`config.mk`:
```
export PLATFORM = sky130hd
export DESIGN_NAME = wade_sad
export DESIGN_NICKNAME = d
export VERILOG_FILES = /design/src/wade_pkg.sv /design/src/wade_sad.sv
export SDC_FILE = /design/constraint.sdc
export NUM_CORES = 1
export LEC_CHECK = 0
export ABC_AREA = 0
export BUFFER_PORTS_ARGS = -buffer_cell sky130_fd_sc_hd__buf_4
export CAP_MARGIN = 5
export CORE_UTILIZATION = 55
export DETAILED_ROUTE_END_ITERATION = 7
export PLACE_DENSITY = 0.8
export SYNTH_ARGS = -nofsm -noshare
export SYNTH_HDL_FRONTEND = slang
export SYNTH_SLANG_ARGS = --single-unit
```
`constraint.sdc`:
```
create_clock -name i_clk -period 5.9 [get_ports i_clk]
set_input_delay 1.18 -clock i_clk [delete_from_list [all_inputs] [get_ports i_clk]]
set_output_delay 1.18 -clock i_clk [all_outputs]
set_load 0.005 [all_outputs]
```
`src/wade_pkg.sv`:
```
// Shared constants and types of the window edge detector.
package wade_pkg;

    localparam int MAX_WIDTH  = 1024;
    localparam int MAX_HEIGHT = 4096;
    localparam int MIN_DIM    = 3;

    localparam int PIX_W  = 16;
    localparam int COL_W  = $clog2(MAX_WIDTH);
    localparam int ROW_W  = $clog2(MAX_HEIGHT);
    localparam int WREG_W = $clog2(MAX_WIDTH + 1);
    localparam int HREG_W = $clog2(MAX_HEIGHT + 1);
    localparam int THR_W  = 19;
    localparam int DIFF_W = PIX_W;
    localparam int SUM_W  = DIFF_W + 3;
    localparam int TAPS   = 9;
    localparam int CTR    = 4;
    localparam int LINE_W = 2 * PIX_W;

    localparam int CFG_IDX_W  = 2;
    localparam int CFG_DATA_W = THR_W;

    localparam logic [THR_W-1:0]  THRESHOLD_RESET = THR_W'(655);
    localparam logic [WREG_W-1:0] WIDTH_RESET     = WREG_W'(1024);
    localparam logic [HREG_W-1:0] HEIGHT_RESET    = HREG_W'(1024);

    localparam logic [CFG_IDX_W-1:0] CFG_THRESHOLD    = CFG_IDX_W'(0);
    localparam logic [CFG_IDX_W-1:0] CFG_IMAGE_WIDTH  = CFG_IDX_W'(1);
    localparam logic [CFG_IDX_W-1:0] CFG_IMAGE_HEIGHT = CFG_IDX_W'(2);

    typedef logic [TAPS-1:0][PIX_W-1:0] t_win;

    typedef struct packed {
        logic             interior;
        logic             last;
        logic [COL_W-1:0] column;
        logic [ROW_W-1:0] row;
    } t_meta;

endpackage

```
`src/wade_sad.sv`:
```
// Absolute differences, their sum and the threshold compare.
module wade_sad (
    input  logic                          i_clk,
    input  logic                          i_rst_n,
    input  logic                          i_adv,
    input  logic                          i_valid,
    input  wade_pkg::t_win                i_win,
    input  wade_pkg::t_meta               i_meta,
    input  logic [wade_pkg::THR_W-1:0]    i_threshold,
    output logic                          o_valid,
    output logic                          o_edge_res,
    output wade_pkg::t_meta               o_meta
);

    logic [wade_pkg::TAPS-1:0][wade_pkg::DIFF_W-1:0] n_diff;
    logic [wade_pkg::TAPS-1:0][wade_pkg::DIFF_W-1:0] r_diff;
    logic [wade_pkg::SUM_W-1:0]                      n_sum;
    logic [wade_pkg::SUM_W-1:0]                      r_sum;
    logic                                            r_p2_valid;
    logic                                            r_p3_valid;
    wade_pkg::t_meta                                 r_p2_meta;
    wade_pkg::t_meta                                 r_p3_meta;
    logic                                            r_valid;
    logic                                            r_edge;
    wade_pkg::t_meta                                 r_meta;

    always_comb begin
        logic signed [wade_pkg::PIX_W:0] d;
        for (int k = 0; k < wade_pkg::TAPS; k++) begin
            d = $signed({i_win[wade_pkg::CTR][wade_pkg::PIX_W-1], i_win[wade_pkg::CTR]})
              - $signed({i_win[k][wade_pkg::PIX_W-1], i_win[k]});
            n_diff[k] = d[wade_pkg::PIX_W] ? wade_pkg::DIFF_W'(-d) : wade_pkg::DIFF_W'(d);
        end
    end

    always_comb begin
        n_sum = '0;
        for (int k = 0; k < wade_pkg::TAPS; k++) begin
            n_sum = n_sum + wade_pkg::SUM_W'(r_diff[k]);
        end
    end

    always_ff @(posedge i_clk) begin
        if (!i_rst_n) begin
            r_p2_valid <= 1'b0;
            r_p3_valid <= 1'b0;
            r_valid    <= 1'b0;
        end else if (i_adv) begin
            r_p2_valid <= i_valid;
            r_p3_valid <= r_p2_valid;
            r_valid    <= r_p3_valid;
        end
    end

    always_ff @(posedge i_clk) begin
        if (i_adv) begin
            r_diff    <= n_diff;
            r_p2_meta <= i_meta;
            r_sum     <= n_sum;
            r_p3_meta <= r_p2_meta;
            r_edge    <= r_p3_meta.interior && (r_sum > wade_pkg::SUM_W'(i_threshold));
            r_meta    <= r_p3_meta;
        end
    end

    assign o_valid    = r_valid;
    assign o_edge_res = r_edge;
    assign o_meta     = r_meta;

endmodule

```
# Word level (Yosys, flattened, before mapping)
# Index checks and enable logic that the tools add are counted.
[op_classes] order_cmp=1 n_addsub=26 reduce_logical=1 mux=9
[op_table] cell="subtractor 16 x 16 -> 17 bit" count=9
[op_table] cell="2-to-1 mux 16 bit" count=9
[op_table] cell="negation 16 bit" count=9
[op_table] cell="adder 19 x 16 -> 19 bit" count=5
[op_table] cell="adder 18 x 16 -> 19 bit" count=1
[op_table] cell="greater-than comparator 19 bit" count=1
[op_table] cell="adder 17 x 16 -> 18 bit" count=1
[op_table] cell="adder 16 x 16 -> 17 bit" count=1
[op_table] cell="logical AND 1 bit" count=1
[totals] register_bits=239 in_bits=191 output_inout_bits=26

# Depth between registers and ports, before layout
[depth] word_depth=8 mapped_depth=19

# Worst setup path before layout
# OpenSTA, ideal clock, no wires.
[synth_timing] kind="reg2reg" start="reg r_diff[3] (netlist bit)" end="reg r_sum[17] (netlist bit) (data pin)" path_slack_ns=1.088 stages_incl_launch_ff=20 setup_ns=0.195 arrival_ns=4.617 cell_sequence="edfxtp_1 -> inv_1 -> fa_1 -> inv_1 -> fa_1 -> fa_1 -> inv_1 -> fa_1 -> inv_1 -> ha_1 -> a21o_1 -> a21oi_1 -> nand2b_1 -> a21boi_0 -> nor3_1 -> o31ai_1 -> o211a_1 -> o21a_1 -> o21a_1 -> o311ai_0"
[synth_between] elab_chain_len=8
[synth_lines] item="from (decl)" line_no="wade_sad.sv:16" source="logic [wade_pkg::TAPS-1:0][wade_pkg::DIFF_W-1:0] r_diff;"
[synth_lines] item="from (signal assigned)" line_no="wade_sad.sv:57" source="r_diff <= n_diff;"
[synth_lines] item="adder 16 x 16 -> 17 bit" line_no="wade_sad.sv:39" source="n_sum = n_sum + wade_pkg::SUM_W'(r_diff[k]);"
[synth_lines] item="adder 17 x 16 -> 18 bit" line_no="wade_sad.sv:39"
[synth_lines] item="adder 18 x 16 -> 19 bit" line_no="wade_sad.sv:39"
[synth_lines] item="adder 19 x 16 -> 19 bit (5 in series)" line_no="wade_sad.sv:39"
[synth_lines] item="net n_sum, one bit" line_no="wade_sad.sv:17" source="logic [wade_pkg::SUM_W-1:0] n_sum;"
[synth_lines] item="to (signal assigned)" line_no="wade_sad.sv:59" source="r_sum <= n_sum;"
[synth_lines] item="to (decl)" line_no="wade_sad.sv:18" source="logic [wade_pkg::SUM_W-1:0] r_sum;"
# The timed path passes the listed nets, and every way through them passes these cells.
# A chain may end at the register's enable or synchronous reset.

# Worst setup path in the final report
[layout_timing] start="reg r_diff[2] (netlist bit)" end="reg r_sum[18] (netlist bit) (data pin)"
# Same word-level chain as after synthesis.

==> results.py <==
metrics = {
    "run_status": {
        "status": "complete, no violations",
    },
    "sta": {
        "layout_min_cycle_time_ns": 5.36,
        "clock_skew_ns": 0.0160,
        "finalMaxSlewViolations": 0,
        "setup_violations": 0,
        "fin_setup_tns_ns": 0,
        "worstMarginPinSlew_ns": 1.36,
        "period_share_pct": 90.8,
        "max_freq_mhz": 187,
        "hold_violations": 0,
        "rsz0062_at_grt": "no",
        "max-slew-margin-rel_pct": 8.83,
    },
    "power": {
        "p_int_uw": 7970,
        "p_sw_uw": 6270,
        "p_seq_share_pct": 20.1,
        "p_leak_uw": 0.00997,
        "p_comb_share_pct": 69.5,
        "vdd_ir_drop_max_uv": 984,
        "total_power_uw": 14200,
        "p_per_area_nw_per_um2": 644,
        "switching_share_pct": 44.0,
        "clkPwrFrac_pct": 10.4,
    },
    "floorplan": {
        "start_util_pct": 56.6,
        "ioPinCount": 217,
        "rows": 67,
        "dieWidth_um": 189,
        "core-area_um2": 33900,
        "die_h_um": 189,
        "die-area_um2": 35600,
    },
    "detailed_routing": {
        "highest_layer": "met4",
        "via_per_inst": 5.69,
        "first_iter_violations": 915,
        "ant_nets": 0,
        "drc_errors": 0,
        "wirelength_um": 49100,
        "dr_total_vias": 14900,
        "wl_per_cell_um": 18.8,
        "wl_met2_um": 22300,
        "drt_pre_antenna_iters": 6,
        "wl_met3_um": 3030,
        "drt-met1-wl_um": 22100,
    },
    "clock_network": {
        "cts_buffers": 25,
        "post_cts_resized": 0,
        "htreeDepth": 1,
        "cts_root_buffer": "clkbuf_16",
        "insertion_delay_ns": 0.52,
        "clock_sinks": 223,
        "clk_pin_slew_ns": 0.06,
        "cts_max_path_buffers": 3,
        "hold_buffers": 0,
        "cts_tree": "yes",
        "post_cts_buffers": 0,
    },
    "hold_path": {
        "worstHoldPathType": "register to register",
    },
    "final_layout": {
        "drive_above_1_share_pct": 13.2,
        "fin_nets": 2629,
        "stdcell_area_um2": 22100,
        "utilization_pct": 65.3,
        "final_cells": 2610,
        "area_delta_synth_final_pct": 15.5,
        "diodes": 0,
    },
    "global_route": {
        "antenna_found_initial": 0,
        "grt-ovfl-total": 0,
        "grt_pass1_vias": 14400,
        "grt_usage_pct": 27.5,
        "grt_pass1_wl_um": 75900,
        "grt_max_degree": 124,
    },
    "logic_synthesis": {
        "avgSynthCellArea_um2": 10.0,
        "yosysUniqueCellTypes": 69,
        "synth_nets": 2393,
        "synthesis.area_um2": 19200,
        "yosys.area.top_type": "edfxtp_1",
        "async_reset_ff_share_pct": 0,
        "yosys_warnings": 0,
        "yosysTopAreaCellShare_pct": 34.5,
        "ys_seq_area_share_pct": 34.8,
        "synth_area_leaders": "edfxtp_1 (34%), ha_1 (13%), fa_1 (11%)",
        "yosys.cell_count.top_type": "inv_1",
        "synth_edf_count": 220,
        "netlist_top_cells_count": "inv_1 (344), edfxtp_1 (220), ha_1 (192)",
        "synth-seq-cells": 223,
        "synthFlopType": "edfxtp_1",
        "netlist_instances": 1908,
    },
    "placement": {
        "io_buffers": 216,
        "dp_hpwl_um": 38500,
        "place.gp.congestion": 0.915,
        "dpl_cell_area_um2": 21300,
        "place_inst": 2565,
    },
    "job": {
        "max-cap-violations": 0,
    },
    "worst_setup_path": {
        "worstPathArrival_ns": 5.63,
        "path_max_fanout": 3,
        "critPathRequiredTime_ns": 6.17,
        "end_kind": "register",
        "r2r_slack_ns": 0.54,
        "path_class": "register to register",
        "start_kind": "register",
    },
}
critical path, stage by stage, from the launching register on:
cell and delay, ns:
edfxtp_1 0.34, inv_1 0.07, fa_1 0.53, inv_1 0.05
fa_1 0.50, fa_1 0.53, fa_1 0.49, ha_1 0.22
inv_1 0.07, fa_1 0.20, nor2b_1 0.06, o21ai_0 0.21
a21boi_0 0.17, o21ai_0 0.24, a22oi_1 0.13, a41o_1 0.28
o211a_1 0.23, o21a_1 0.19, o21a_1 0.18, o311ai_0 0.41
per-layer routing:
metal  vias to the layer above  track usage (%)
li1                       7129                -
met1                      7113             38.8
met2                       532             44.6
met3                        79             2.38
met4                         0             9.34
met5                         -                0
cells in the final DEF, fill, tap and decap left out, types with 7 or more instances in the layout:
| cell type | Yosys | final |
|---|---|---|
| mux2_2 | 7 | 7 |
| a31oi_1 | 13 | 13 |
| a31o_2 | 7 | 7 |
| nand2b_1 | 17 | 17 |
| or2_2 | 7 | 7 |
| a211oi_1 | 17 | 17 |
| nand3_1 | 18 | 18 |
| nor3_1 | 47 | 47 |
| and3_1 | 13 | 13 |
| o21a_1 | 32 | 32 |
| nor4_1 | 11 | 11 |
| or3_1 | 21 | 21 |
| nand2_1 | 69 | 69 |
| xor2_1 | 61 | 61 |
| buf_4 | 0 | 219 |
| xnor2_1 | 147 | 147 |
| clkbuf_16 | 0 | 25 |
| a21oi_1 | 101 | 101 |
| inv_1 | 344 | 344 |
| mux2i_1 | 8 | 8 |
| nor2b_1 | 30 | 30 |
| a221oi_1 | 8 | 8 |
| nand4_1 | 11 | 11 |
| edfxtp_1 | 220 | 220 |
| o31ai_1 | 13 | 13 |
| o21bai_1 | 16 | 16 |
| a21o_1 | 33 | 33 |
| nor2_1 | 119 | 119 |
| ha_1 | 192 | 192 |
| and2_1 | 7 | 7 |
| fa_1 | 102 | 102 |
| o211ai_1 | 19 | 19 |
| o21ai_0 | 92 | 92 |
| o31a_1 | 7 | 7 |
cells by family (layout without fill, tap and decap cells):
group	Yosys count	count (layout)	share of synthesized area, %
buf+inv	355	609	6.96
compound gates	419	419	14.4
fa+ha+maj	294	294	23.2
mux	15	15	0.830
xor+xnor	208	208	9.51
flops	223	223	34.8
simple gates	394	394	10.3
area by class of cell:
type	instances	area, um2
Tap cell	448	561
Fill cell	2681	11800
Inverter	344	1290
Clock buffer	35	703
Clock inverter	10	82.6
Timing Repair Buffer	220	1660
Sequential cell	223	6670
Multi-Input combinational cell	1330	11200
registers in the layout (all words and copies together) (netlist names):
name and flops:
r_diff 128, o_meta 24, r_p2_meta 24, r_p3_meta 24, r_sum 19, o_edge_res 1, o_valid 1, r_p2_valid 1
r_p3_valid 1
stage by stage:
| stage | worst slack [ns] | hold slack [ns] |
|---|---|---|
| 6_report | 0.543 | 0.419 |
| 5_1_grt | 0.286 | 0.421 |
| 4_1_cts | 0.589 | 0.419 |
| 3_5_place_dp | 0.345 | 0.405 |
| 3_3_place_gp | 0.442 | 0.401 |
| 2_1_floorplan | 1.09 | 0.400 |
power groups by stage:
stage	combinational, uW	sequential (uW)	clock (uW)
after floorplan	7550	2830	0
after global placement	9410	2870	0
after detailed placement	9750	2890	0
after CTS	9850	2860	1500
after global routing	11200	2890	1560
final	9890	2860	1480
final timing paths:
kind                  from         end  cells after the start
min          r_p3_meta[18]  o_meta[18]                      0
max reg2reg      r_diff[2]   r_sum[18]                     19
max              r_diff[2]   r_sum[18]                     19
min reg2reg  r_p3_meta[18]  o_meta[18]                      0
(Power assumes the default switching activity.)
